$ cat src/hw/rtl/a85d_pkg.sv
// shared types and constants of the ascii85 stream decoder
`timescale 1ns / 1ps
package a85d_pkg;

   localparam int QUEUE_DEPTH_DEFAULT = 4;

   localparam int GROUP_W   = 26;  // a partial group of up to four digits stays below 85^4
   localparam int VALUE_W   = 33;  // a full or padded group stays below 85^5
   localparam int PAD_MUL_W = 20;
   localparam int DIGIT_W   = 7;

   localparam logic [7:0] CHAR_SPACE = 8'h20;
   localparam logic [7:0] CHAR_BANG  = 8'h21;
   localparam logic [7:0] CHAR_LT    = 8'h3C;
   localparam logic [7:0] CHAR_U     = 8'h75;
   localparam logic [7:0] CHAR_Z     = 8'h7A;
   localparam logic [7:0] CHAR_TILDE = 8'h7E;

   localparam logic [VALUE_W-1:0]   BASE       = 33'd85;
   localparam logic [GROUP_W-1:0]   LT_DIGIT   = GROUP_W'(CHAR_LT - CHAR_BANG);
   localparam logic [VALUE_W-1:0]   WORD_MAX   = 33'h0_FFFF_FFFF;
   localparam logic [2:0]           GROUP_LEN  = 3'd5;

   // multiplier for padding a partial group with the top digit
   localparam logic [PAD_MUL_W-1:0] PAD_MUL_2  = 20'd614125;
   localparam logic [PAD_MUL_W-1:0] PAD_MUL_3  = 20'd7225;
   localparam logic [PAD_MUL_W-1:0] PAD_MUL_4  = 20'd85;

   typedef struct packed {
      logic [7:0] text_byte;
      logic       end_of_input;
   } req_type;

   typedef struct packed {
      logic [7:0] out_byte;
      logic       byte_valid;
      logic       stream_done;
      logic       decode_status;
   } rsp_type;

   // one queued job for the back end: up to four bytes of a word, msb first
   typedef struct packed {
      logic [31:0] word;
      logic [2:0]  nbytes;
      logic        done;
      logic        status;
   } cmd_type;

   typedef struct packed {
      logic full;
      logic empty;
   } queue_status_type;

endpackage

$ cat src/hw/rtl/a85d_cmd_fifo.sv
// command queue between the decoder front end and the byte serializer
`timescale 1ns / 1ps
module a85d_cmd_fifo #(
   parameter int DEPTH = a85d_pkg::QUEUE_DEPTH_DEFAULT
) (
   input  logic                       clock,
   input  logic                       reset,
   input  logic                       push,
   input  a85d_pkg::cmd_type          push_data,
   input  logic                       pop,
   output a85d_pkg::cmd_type          pop_data,
   output a85d_pkg::queue_status_type status
);
   import a85d_pkg::*;

   localparam int AW = $clog2(DEPTH);
   localparam int CW = $clog2(DEPTH + 1);
   localparam logic [AW-1:0] LAST_ADDR = AW'(DEPTH - 1);
   localparam logic [CW-1:0] FULL_COUNT = CW'(DEPTH);

   cmd_type        mem [DEPTH];
   logic [AW-1:0]  wr_ptr_ff, wr_ptr_in;
   logic [AW-1:0]  rd_ptr_ff, rd_ptr_in;
   logic [CW-1:0]  count_ff, count_in;
   logic           do_push, do_pop;

   assign status.full  = (count_ff == FULL_COUNT);
   assign status.empty = (count_ff == '0);
   assign do_push  = push && !status.full;
   assign do_pop   = pop && !status.empty;
   assign pop_data = mem[rd_ptr_ff];

   always_comb begin
      wr_ptr_in = wr_ptr_ff;
      rd_ptr_in = rd_ptr_ff;
      count_in  = count_ff;
      if (do_push) begin
         wr_ptr_in = (wr_ptr_ff == LAST_ADDR) ? '0 : AW'(wr_ptr_ff + 1'b1);
      end
      if (do_pop) begin
         rd_ptr_in = (rd_ptr_ff == LAST_ADDR) ? '0 : AW'(rd_ptr_ff + 1'b1);
      end
      if (do_push && !do_pop) begin
         count_in = CW'(count_ff + 1'b1);
      end else if (do_pop && !do_push) begin
         count_in = CW'(count_ff - 1'b1);
      end
   end

   always_ff @(posedge clock) begin
      if (reset) begin
         wr_ptr_ff <= '0;
         rd_ptr_ff <= '0;
         count_ff  <= '0;
      end else begin
         wr_ptr_ff <= wr_ptr_in;
         rd_ptr_ff <= rd_ptr_in;
         count_ff  <= count_in;
      end
   end

   always_ff @(posedge clock) begin
      if (do_push) begin
         mem[wr_ptr_ff] <= push_data;
      end
   end

endmodule

$ cat src/hw/rtl/a85d_front.sv
// front end: accepts text bytes, tracks marker and group state, queues byte jobs and an end-of-input status job
`timescale 1ns / 1ps
module a85d_front (
   input  logic                       clock,
   input  logic                       reset,
   input  logic                       req_valid,
   output logic                       req_ready,
   input  a85d_pkg::req_type          req_data,
   input  a85d_pkg::queue_status_type q_status,
   output logic                       cmd_push,
   output a85d_pkg::cmd_type          cmd_data
);
   import a85d_pkg::*;

   logic [GROUP_W-1:0] group_ff, group_in;
   logic [2:0]         count_ff, count_in;
   logic               start_ff, start_in;
   logic               held_ff, held_in;
   logic               fin_ff, fin_in;
   logic               ovf_ff, ovf_in;

   logic [7:0]         c;
   logic               accept;
   logic               push_c;

   // take-byte path on a selected base state
   logic               replay;
   logic [GROUP_W-1:0] tk_group;
   logic [2:0]         tk_count;
   logic [DIGIT_W-1:0] digit;
   logic [VALUE_W-1:0] acc;
   logic [2:0]         acc_count;
   logic [GROUP_W-1:0] tk_group_nx;
   logic [2:0]         tk_count_nx;
   logic               tk_fin_nx;
   logic               tk_ovf_nx;
   logic [2:0]         tk_nbytes;
   logic [31:0]        tk_word;

   // flush path
   logic [PAD_MUL_W-1:0] pad_mul;
   logic [VALUE_W-1:0]   pad_value;
   logic                 flush_ok;

   assign c         = req_data.text_byte;
   assign req_ready = !q_status.full;
   assign accept    = req_valid && req_ready;

   // a held '<' that turns out not to start a marker becomes the first digit
   assign replay   = !start_ff && held_ff;
   assign tk_group = replay ? LT_DIGIT : group_ff;
   assign tk_count = replay ? 3'd1 : count_ff;
   assign digit    = DIGIT_W'(c - CHAR_BANG);
   assign acc      = VALUE_W'(VALUE_W'(tk_group) * BASE) + VALUE_W'(digit);
   assign acc_count = 3'(tk_count + 3'd1);

   always_comb begin
      tk_group_nx = tk_group;
      tk_count_nx = tk_count;
      tk_fin_nx   = fin_ff;
      tk_ovf_nx   = ovf_ff;
      tk_nbytes   = 3'd0;
      tk_word     = '0;
      priority if (fin_ff || c <= CHAR_SPACE) begin
         tk_nbytes = 3'd0;
      end else if (c == CHAR_TILDE) begin
         tk_fin_nx = 1'b1;
      end else if (c == CHAR_Z) begin
         // zero shorthand only counts at a group boundary
         if (tk_count == 3'd0) begin
            tk_nbytes = 3'd4;
         end
      end else if (c < CHAR_BANG || c > CHAR_U) begin
         tk_nbytes = 3'd0;
      end else if (acc_count == GROUP_LEN) begin
         tk_group_nx = '0;
         tk_count_nx = 3'd0;
         if (acc > WORD_MAX) begin
            tk_ovf_nx = 1'b1;
            tk_fin_nx = 1'b1;
         end else begin
            tk_nbytes = 3'd4;
            tk_word   = acc[31:0];
         end
      end else begin
         tk_group_nx = GROUP_W'(acc);
         tk_count_nx = acc_count;
      end
   end

   always_comb begin
      unique case (count_ff)
         3'd2:    pad_mul = PAD_MUL_2;
         3'd3:    pad_mul = PAD_MUL_3;
         3'd4:    pad_mul = PAD_MUL_4;
         default: pad_mul = '0;
      endcase
   end

   // pad with top digits: g * 85^m + (85^m - 1)
   assign pad_value = VALUE_W'(VALUE_W'(group_ff) * VALUE_W'(pad_mul))
                    + VALUE_W'(pad_mul) - VALUE_W'(1);
   assign flush_ok  = !ovf_ff && (count_ff >= 3'd2) && (count_ff <= 3'd4);

   always_comb begin
      group_in = group_ff;
      count_in = count_ff;
      start_in = start_ff;
      held_in  = held_ff;
      fin_in   = fin_ff;
      ovf_in   = ovf_ff;
      push_c   = 1'b0;
      cmd_data = '0;
      if (req_data.end_of_input) begin
         push_c          = 1'b1;
         cmd_data.done   = 1'b1;
         cmd_data.status = ovf_ff;
         if (flush_ok) begin
            if (pad_value > WORD_MAX) begin
               cmd_data.status = 1'b1;
            end else begin
               cmd_data.nbytes = 3'(count_ff - 3'd1);
               cmd_data.word   = pad_value[31:0];
            end
         end
         group_in = '0;
         count_in = 3'd0;
         start_in = 1'b1;
         held_in  = 1'b0;
         fin_in   = 1'b0;
         ovf_in   = 1'b0;
      end else if (start_ff && c == CHAR_LT) begin
         start_in = 1'b0;
         held_in  = 1'b1;
      end else if (replay && c == CHAR_TILDE) begin
         // start marker complete, drop both bytes
         held_in = 1'b0;
      end else begin
         start_in        = 1'b0;
         held_in         = 1'b0;
         group_in        = tk_group_nx;
         count_in        = tk_count_nx;
         fin_in          = tk_fin_nx;
         ovf_in          = tk_ovf_nx;
         push_c          = (tk_nbytes != 3'd0);
         cmd_data.nbytes = tk_nbytes;
         cmd_data.word   = tk_word;
      end
   end

   assign cmd_push = accept && push_c;

   always_ff @(posedge clock) begin
      if (reset) begin
         group_ff <= '0;
         count_ff <= 3'd0;
         start_ff <= 1'b1;
         held_ff  <= 1'b0;
         fin_ff   <= 1'b0;
         ovf_ff   <= 1'b0;
      end else if (accept) begin
         group_ff <= group_in;
         count_ff <= count_in;
         start_ff <= start_in;
         held_ff  <= held_in;
         fin_ff   <= fin_in;
         ovf_ff   <= ovf_in;
      end
   end

endmodule

$ cat src/hw/rtl/a85d_back.sv
// back end: turns queued jobs into result items, one byte per cycle while rsp_ready is high
`timescale 1ns / 1ps
module a85d_back (
   input  logic                       clock,
   input  logic                       reset,
   input  a85d_pkg::cmd_type          head,
   input  a85d_pkg::queue_status_type q_status,
   output logic                       pop,
   output logic                       rsp_valid,
   input  logic                       rsp_ready,
   output a85d_pkg::rsp_type          rsp_data
);
   import a85d_pkg::*;

   logic [1:0] idx_ff, idx_in;
   logic       last;
   logic       has_byte;
   logic [7:0] sel_byte;

   assign rsp_valid = !q_status.empty;
   assign has_byte  = (head.nbytes != 3'd0);
   assign last      = !has_byte || ({1'b0, idx_ff} == 3'(head.nbytes - 3'd1));

   always_comb begin
      unique case (idx_ff)
         2'd0: sel_byte = head.word[31:24];
         2'd1: sel_byte = head.word[23:16];
         2'd2: sel_byte = head.word[15:8];
         2'd3: sel_byte = head.word[7:0];
      endcase
   end

   assign rsp_data.out_byte      = has_byte ? sel_byte : 8'd0;
   assign rsp_data.byte_valid    = has_byte;
   assign rsp_data.stream_done   = head.done && last;
   assign rsp_data.decode_status = head.done && last && head.status;

   assign pop = rsp_valid && rsp_ready && last;

   always_comb begin
      idx_in = idx_ff;
      if (rsp_valid && rsp_ready) begin
         idx_in = last ? 2'd0 : 2'(idx_ff + 2'd1);
      end
   end

   always_ff @(posedge clock) begin
      if (reset) begin
         idx_ff <= 2'd0;
      end else begin
         idx_ff <= idx_in;
      end
   end

endmodule

$ cat src/hw/rtl/ascii85_stream_decoder.sv
// ascii85 stream decoder top level: front end, command queue, byte serializer
// a request that yields bytes has its job registered in the command queue; results come from the queue head
// throughput: one request per cycle while the command queue has room
// results leave at one per cycle while rsp_ready is high; a full group or 'z' yields four bytes from the serializer
// reset: synchronous, clears marker, group and queue state; no clearing pass
`timescale 1ns / 1ps
module ascii85_stream_decoder #(
   parameter int QUEUE_DEPTH = a85d_pkg::QUEUE_DEPTH_DEFAULT
) (
   input  logic              clock,
   input  logic              reset,
   input  logic              req_valid,
   output logic              req_ready,
   input  a85d_pkg::req_type req_data,
   output logic              rsp_valid,
   input  logic              rsp_ready,
   output a85d_pkg::rsp_type rsp_data
);
   import a85d_pkg::*;

   queue_status_type q_status;
   cmd_type          push_cmd;
   cmd_type          head_cmd;
   logic             q_push;
   logic             q_pop;

   a85d_front u_front (
      .clock     (clock),
      .reset     (reset),
      .req_valid (req_valid),
      .req_ready (req_ready),
      .req_data  (req_data),
      .q_status  (q_status),
      .cmd_push  (q_push),
      .cmd_data  (push_cmd)
   );

   a85d_cmd_fifo #(
      .DEPTH (QUEUE_DEPTH)
   ) u_fifo (
      .clock     (clock),
      .reset     (reset),
      .push      (q_push),
      .push_data (push_cmd),
      .pop       (q_pop),
      .pop_data  (head_cmd),
      .status    (q_status)
   );

   a85d_back u_back (
      .clock     (clock),
      .reset     (reset),
      .head      (head_cmd),
      .q_status  (q_status),
      .pop       (q_pop),
      .rsp_valid (rsp_valid),
      .rsp_ready (rsp_ready),
      .rsp_data  (rsp_data)
   );

   // front end never pushes into a full queue
   assert property (@(posedge clock) disable iff (reset) q_status.full |-> !q_push)
      else $error("command pushed into full queue");

   // end of input always leaves a status job queued
   assert property (@(posedge clock) disable iff (reset)
      req_valid && req_ready && req_data.end_of_input |=> !q_status.empty)
      else $error("end of input left no status job");

   // an item without a byte only ever closes a stream
   assert property (@(posedge clock) disable iff (reset)
      rsp_valid && !rsp_data.byte_valid |-> rsp_data.stream_done)
      else $error("empty result item outside stream end");

endmodule
$ cat config.mk
export PLATFORM = sky130hd
export DESIGN_NAME = ascii85_stream_decoder
export DESIGN_NICKNAME = d
export VERILOG_FILES = /design/src/hw/rtl/a85d_pkg.sv /design/src/hw/rtl/a85d_cmd_fifo.sv /design/src/hw/rtl/a85d_front.sv /design/src/hw/rtl/a85d_back.sv /design/src/hw/rtl/ascii85_stream_decoder.sv
export SDC_FILE = /design/constraint.sdc
export NUM_CORES = 1
export LEC_CHECK = 0
export ABC_AREA = 1
export BUFFER_PORTS_ARGS = -buffer_cell sky130_fd_sc_hd__buf_2
export CAP_MARGIN = 20
export CORE_ASPECT_RATIO = 0.5
export CORE_UTILIZATION = 35
export DETAILED_ROUTE_END_ITERATION = 10
export PLACE_DENSITY = 0.47
export RECOVER_POWER = 25
export SYNTH_ARGS = -nofsm -noshare
export SYNTH_HDL_FRONTEND = slang
export SYNTH_HIERARCHICAL = 1
export SYNTH_SLANG_ARGS = --single-unit
$ cat constraint.sdc
create_clock -name clock -period 17.3 [get_ports clock]
set_input_delay 1.73 -clock clock [delete_from_list [all_inputs] [get_ports clock]]
set_output_delay 1.73 -clock clock [all_outputs]
set_load 0.1 [all_outputs]
### Word level (Yosys, flattened, before mapping)

Memories as Yosys holds them, arrays and structs flattened. A register that Yosys moved wholly into a read port is not among the register bits.
Cells that the tools add are included.

| word-level totals | value |
|---|---|
| flip-flop bits (word level) | 42 |
| bits in writable memories | 148 |
| input bits | 13 |
| output and inout bits | 13 |
| word-level logic and storage cells | 167 |
| memories kept | 1 |

Memories:

| memory | depth | width | read ports | clocked after Yosys merged registers in | wr ports | RTL line | text |
|---|---|---|---|---|---|---|---|
| u_fifo.mem | 4 | 37 | 1 | 1 | 1 | a85d_cmd_fifo.sv:21 | `cmd_type mem [DEPTH];` |

| operators by class | value |
|---|---|
| add/sub/neg operators | 12 |
| multiply operators | 2 |
| magnitude comparators | 7 |
| equal/unequal tests | 23 |
| mux-type cells | 73 |
| reduce and logical (&&, ||, !) cells | 39 |

Operators by type and width:

| kind | count |
|---|---|
| $mux W26 | 9 |
| $mux W32 | 6 |
| $mux W35 | 5 |
| $gt A33 B32 Y1 const B | 2 |
| $pmux W20 S3 | 1 |
| $mux W3 | 18 |
| $add A33 B20 Y33 | 1 |
| $add A33 B7 Y33 | 1 |
| $mul A26 B20 Y33 | 1 |
| $mul A26 B7 Y33 const B | 1 |
| $sub A33 B1 Y33 const B | 1 |
| $pmux W8 S4 | 1 |
| $mux W1 | 26 |
| $eq A8 B7 Y1 const B | 2 |
| $logic_and A1 B1 Y1 | 15 |
| $mux W2 | 6 |
| $ne A2 B2 Y1 const B | 6 |
| $reduce_bool A3 Y1 | 4 |
| $eq A3 B3 Y1 const B | 3 |
| $ne A3 B2 Y1 const B | 3 |
| $reduce_and A9 Y1 | 1 |
| $sub A3 B1 Y3 const B | 3 |
| $eq A2 B2 Y1 const B | 4 |
| $eq A8 B6 Y1 const B | 1 |
| 20 further kinds | 35 |

### Longest topological paths before layout

| logic depth | value |
|---|---|
| depth after elaboration | 22 |
| mapped depth | 39 |
| gate-level depth less buffers | 37 |

### Modules after synthesis

Netlist, hierarchy kept.

By module, submodules not included:

| module | instances | cells an instance | area an instance (um^2) |
|---|---|---|---|
| a85d_front | 1 | 2413 | 18438.9 |
| a85d_cmd_fifo | 1 | 429 | 5989.5 |
| a85d_back | 1 | 87 | 500.5 |

### Worst setup path before layout

No wires, ideal clock.

| path | value |
|---|---|
| kind | input-to-reg |
| start point | input port req_data[1] (netlist bit) |
| end point | memory u_fifo/mem[0][0] (netlist bit) (enable) |
| setup time | 431 ps |
| arrival time | 6992 ps |
| required time | 16869 ps |
| path slack | 9877 ps |
| stages | 25 |
| path buffers | 0 |
| path through | inv_1 -> ha_1 -> inv_1 -> o31ai_1 -> xor2_1 -> ha_1 -> fa_1 -> fa_1 -> ha_1 -> nand2_1 -> inv_1 -> nand2_1 -> nand2_1 -> nand2_1 -> nand2_1 -> nand2_1 -> nand2_1 -> nand2_1 -> nand2_1 -> nand2_1 -> a21oi_1 -> nand3_1 -> nand2_1 -> nand2_1 -> nor2_1 |

| on the way | value |
|---|---|
| word-level cells in the longest chain between the ends | 17 |
| elaborated cells on any way between the ends | 27 |
| those cells by class | 2 x add/sub; 4 x order compare; 3 x eq/ne; 11 x mux; 7 x reduce/logical |

RTL lines:

| item | RTL line | text |
|---|---|---|
| start: declaration | ascii85_stream_decoder.sv:14 | `input a85d_pkg::req_type req_data,` |
| $sub A7 B6 Y7 | a85d_front.sv:53 | `assign digit = DIGIT_W'(c - CHAR_BANG);` |
| $add A33 B7 Y33 | a85d_front.sv:54 | `assign acc = VALUE_W'(VALUE_W'(tk_group) * BASE) + VALUE_W'(digit);` |
| $gt A33 B32 Y1 | a85d_front.sv:78 | `if (acc > WORD_MAX) begin` |
| $mux W3 | a85d_front.sv:78 |  |
| $mux W3 | a85d_front.sv:75 | `end else if (acc_count == GROUP_LEN) begin` |
| $mux W3 | a85d_front.sv:73 | `end else if (c < CHAR_BANG \|\| c > CHAR_U) begin` |
| $mux W3 | a85d_front.sv:68 | `end else if (c == CHAR_Z) begin` |
| $mux W3 | a85d_front.sv:66 | `end else if (c == CHAR_TILDE) begin` |
| (+2 left out) | -- |  |
| $mux W1 | a85d_front.sv:135 | `end else if (replay && c == CHAR_TILDE) begin` |
| $mux W1 * | a85d_front.sv:132 | `end else if (start_ff && c == CHAR_LT) begin` |
| $mux W1 * | a85d_front.sv:114 | `if (req_data.end_of_input) begin` |
| $logic_and A1 B1 Y1 * | a85d_front.sv:151 | `assign cmd_push = accept && push_c;` |
| named net q_push | ascii85_stream_decoder.sv:24 | `logic q_push;` |
| $logic_and A1 B1 Y1 * | a85d_cmd_fifo.sv:29 | `assign do_push = push && !status.full;` |
| $mux W1 * | a85d_cmd_fifo.sv:63 | `if (do_push) begin` |
| $mux W1 (implied by the code) * | a85d_cmd_fifo.sv:64 | `mem[wr_ptr_ff] <= push_data;` |
| end: declaration | a85d_cmd_fifo.sv:21 |  |

Mark *: on every way through the listed nets, which the timed path passes. The rest lies on a longest branch.

### Final worst setup path

| path | value |
|---|---|
| start point | input port req_data[1] (netlist bit) |
| end point | memory u_fifo/mem[3][11] (netlist bit) (enable) |

The elaborated chain is that of the path after synthesis.

==> metrics.md <==
| Metric | Value |
|---|---|
| Leakage dissipation | 13.6 nW |
| Worst vdd ir | between 0.09 and 0.1 mV |
| Layout area overhead | 7.00% |
| CTS max path bufs | 2 |
| Routed wire length | 77200 um |
| Max Freq | between 100 and 150 MHz |
| Synthesized area per cell | 8.51 sq um |
| I/O Buffers | 25 |
| Post-DP HPWL | ~64000 um |
| Worst r2r src | u_front/count_ff[1] |
| Cell Area, Placed | about 26000 sq um |
| Vias per cell | 4.89 |
| Final Critical Period | 9040 ps |
| Crit start category | input port |
| Sequential share of power | 0.329 |
| Final setup fails | 0 |
| Fillers | a little over 7000 |
| Largest net degree at the start of global routing | 75 |
| Syn Inst Count | approximately 2900 |
| Post-CTS setup buffer count | 0 |
| Hold_sp | u_front/fin_ff |
| Final GP Congestion | 0.921 |
| Die X | between 300 and 400 um |
| Switch share | 0.450 |
| Register area | 5330 sq um |
| Pre-antenna DRT Iters | 5 |
| Biggest cell delay along the critical path | about 1900 ps |
| CTS clk-pin slew, worst paths | ~90 ps |
| Slew Limit Fails | between 200 and 300 |
| Initial DRC count | between 1000 and 1500 |
| Post-CTS resize count | 0 |
| Die area | ~72000 sq um |
| NumNets Final | 3568 |
| Min-Delay Path Depth | 2 |
| CP delay by family, top | buffers and inverters |
| Reg2reg path depth | 28 |
| Via count | around 19000 |
| CTS buffer count | 17 |
| Power Internal | just under 0.0009 W |
| Synth warn | 6 |
| Vias in the first global route | 19300 |
| Root Driver | clkbuf_16 |
| Cts hold-fix bufs | 0 |
| Share of post-route cells with drive strength above 1 | 0.0299 |
| Most frequent CP cell | nand2_1 |
| GR Overflow Total | 0 |
| H-tree levels | 4 |
| Final instance area | between 20000 and 30000 sq um |
| Post-DRT Antenna Nets | 0 |
| Max cap viols | 6 |
| Sum Neg Setup Slack | 0 ps |
| CTS tree | built |
| Sinks on Clock Net | about 190 |
| Gr usage total | 0.220 |
| Combinational power share | 0.414 |
| N_diodes | 0 |
| R2R setup slack | 8550 ps |
| CP Capture Type | flip-flop |
| Synth Net Count | approximately 3600 |
| Synthesized area | about 25000 sq um |
| Clock share of power | 0.257 |
| Worst path required time | between 15000 and 20000 ps |
| DRC Markers | 0 |
| Fin crit share | 0.523 |
| Crit-path max FO | 37 |
| WHS Endpoint | u_front/fin_ff |
| Yosys cell types | between 40 and 50 |
| Failing checks | max-capacitance violations, max-slew violations |
| Initial antenna violation count | 0 |
| Post-synthesis sequential area ratio | 0.214 |
| Status | complete, but fails checks |
| Sw power | approximately 0.0007 W |
| Seq cells post-synth | between 150 and 200 |
| RSZ-0062 raised after global routing | false |
| Starting Density | 0.358 |
| Site row count | between 60 and 70 |
| Area occupied by multi-input gates | around 17000 sq um |
| Clock Skew | around 23 ps |
| Worst-Margin Slew | approximately 3500 ps |
| Die height | approximately 190 um |
| Core Region | 69700 sq um |
| Final Hold Viols | 0 |
| Critical Path AT | ~9100 ps |
| Slew HR | -1.34 |
| Clk_lat worst skew | 470 ps |
| Slowest cell on the critical path | clkbuf_1 |
| Cell Pwr Density | 60.1 nW/um^2 |
| RR Endpoint | u_fifo/mem[2][11] |
| Setup Crit Path Kind | in2reg |
| First-pass GRT wire length | 119000 um |
| IO Count | 26 |
| WP buf/inv | 4 |
| Hold Crit Class | reg2reg |
| Detailed-route wire length per cell | 19.8 um |
-- sequential cells by signal (all words and copies together), names as in the netlist, named ones only --
register	flops
u_front/count_ff	3
u_fifo/mem	148
u_front/held_ff	1
u_front/ovf_ff	1
u_fifo/count_ff	3
u_front/fin_ff	1
u_back/idx_ff	2
u_fifo/rd_ptr_ff	2
u_front/group_ff	26
u_front/start_ff	1
u_fifo/wr_ptr_ff	2
-- power by group through the flow --
stage               Clock [W]  Combinational (W)  Sequential [W]
floorplan                   0           0.000449        0.000534
global placement            0           0.000665        0.000536
detailed placement          0           0.000658        0.000536
CTS                  0.000419           0.000661        0.000525
global route         0.000434           0.000718        0.000529
finish               0.000412           0.000664        0.000527
-- worst min-delay path: stages, from the launching register on --
cell and delay, ps:
dfxtp_1 320, nand2_1 60, a21oi_1 50
-- cells in the mapped netlist --
cell / number / area share
xor2_1: 35 / 0.012
nand3_2: 3 / 0.0012
a21o_1: 4 / 0.0012
nand3_1: 109 / 0.022
fa_1: 334 / 0.27
buf_1: 5 / 0.00075
nor2_4: 2 / 0.00090
nand4_1: 17 / 0.0043
nor2_1: 320 / 0.048
o211ai_1: 1 / 0.00030
edfxtp_1: 148 / 0.18
clkbuf_1: 29 / 0.0044
clkbuf_2: 1 / 0.00020
o22ai_1: 44 / 0.011
o31ai_1: 3 / 0.00090
clkinv_1: 3 / 0.00045
nor2_2: 2 / 0.00050
buf_2: 13 / 0.0026
o21a_1: 7 / 0.0021
a21boi_0: 7 / 0.0021
o21ai_1: 36 / 0.0072
inv_1: 685 / 0.10
nand2_4: 2 / 0.00090
nand2_2: 5 / 0.0013
a31oi_1: 9 / 0.0023
nand3b_1: 9 / 0.0027
and3_1: 2 / 0.00050
dfxtp_1: 44 / 0.035
nor3b_2: 1 / 0.00050
o21bai_1: 9 / 0.0027
xnor2_1: 24 / 0.0084
nand2_8: 1 / 0.00080
or2_2: 3 / 0.00075
o21ai_0: 116 / 0.023
buf_4: 3 / 0.00090
a22o_1: 1 / 0.00035
a211oi_1: 2 / 0.00060
a21oi_1: 126 / 0.025
buf_6: 11 / 0.0050
a21boi_1: 2 / 0.00060
inv_2: 8 / 0.0012
nor3_1: 19 / 0.0038
nor4_1: 1 / 0.00025
nand2_1: 434 / 0.065
ha_1: 289 / 0.15
-- area by class of cell --
class / instances / share of cell area
inverter: 696 / 0.0979
clock buffer: 18 / 0.0165
tap: 945 / 0.0443
multi-input combinational: 1979 / 0.625
sequential: 192 / 0.200
timing repair buffer: 46 / 0.00980
clock inverter: 14 / 0.00643
-- placed cells by master, fill, tap and decap left out, drive strengths merged, types with 2 or more instances in the layout --
cell	Yosys	routed
a21boi	9	9
clkbuf	30	39
nand3b	9	9
clkinv	3	10
nand4	17	17
fa	334	334
xor2	35	35
dfxtp	44	44
a31oi	9	9
o22ai	44	44
edfxtp	148	148
a21o	4	4
buf	32	25
nand3	112	112
o31ai	3	3
a211oi	2	2
inv	693	697
xnor2	24	24
nor2	324	324
a21oi	126	126
o21ai	152	152
nor3	19	19
ha	289	289
nand2	442	442
or2	3	3
o21a	7	7
o21bai	9	9
and3	2	2
clkinvlp	0	2
-- cell families after synthesis --
kind of cell	Yosys count	share of synthesized area
xor gates and xnor gates	59	0.0207
AOI/OAI and AO/OA	367	0.0800
buffers and inverters	758	0.119
DFF	192	0.214
adders and majority gates	623	0.413
and+or+nand+nor	930	0.154
-- metrics by stage --
| step | cells | total power [W] | util | setup slack, ps | hold WS (ps) |
|---|---|---|---|---|---|
| 2_1_floorplan | 2929 | 0.000983 | - | 9880 | 439 |
| 3_3_place_gp | 3857 | 0.00120 | 0.374 | 8630 | 451 |
| 3_5_place_dp | 3857 | 0.00119 | 0.374 | 8610 | 459 |
| 4_1_cts | 3889 | 0.00161 | 0.383 | 8570 | 472 |
| 5_1_grt | 3890 | 0.00168 | 0.383 | 7940 | 482 |
| 6_report | 3890 | 0.00160 | 0.383 | 8260 | 475 |
-- worst max-delay path by stage --
stage                   startpoint                end  slack, ps  depth (start not counted)
6_report               req_data[1]  u_fifo/mem[3][11]       8260                         26
5_1_grt                req_data[1]  u_fifo/mem[3][12]       7940                         26
4_1_cts        u_front/count_ff[1]   u_fifo/mem[2][8]       8570                         28
3_5_place_dp   u_front/count_ff[1]   u_fifo/mem[2][8]       8610                         28
3_3_place_gp   u_front/count_ff[1]   u_fifo/mem[1][3]       8630                         30
2_1_floorplan          req_data[1]   u_fifo/mem[0][0]       9880                         25
-- layer usage --
metal / share of wire / GRT usage
met1: 0.52 / 0.345
met3: 0.049 / 0.0216
met2: 0.43 / 0.334
met5: 0 / 0
met4: 0.0073 / 0.0268
No activity file was read; power rests on OpenSTA's default activity.
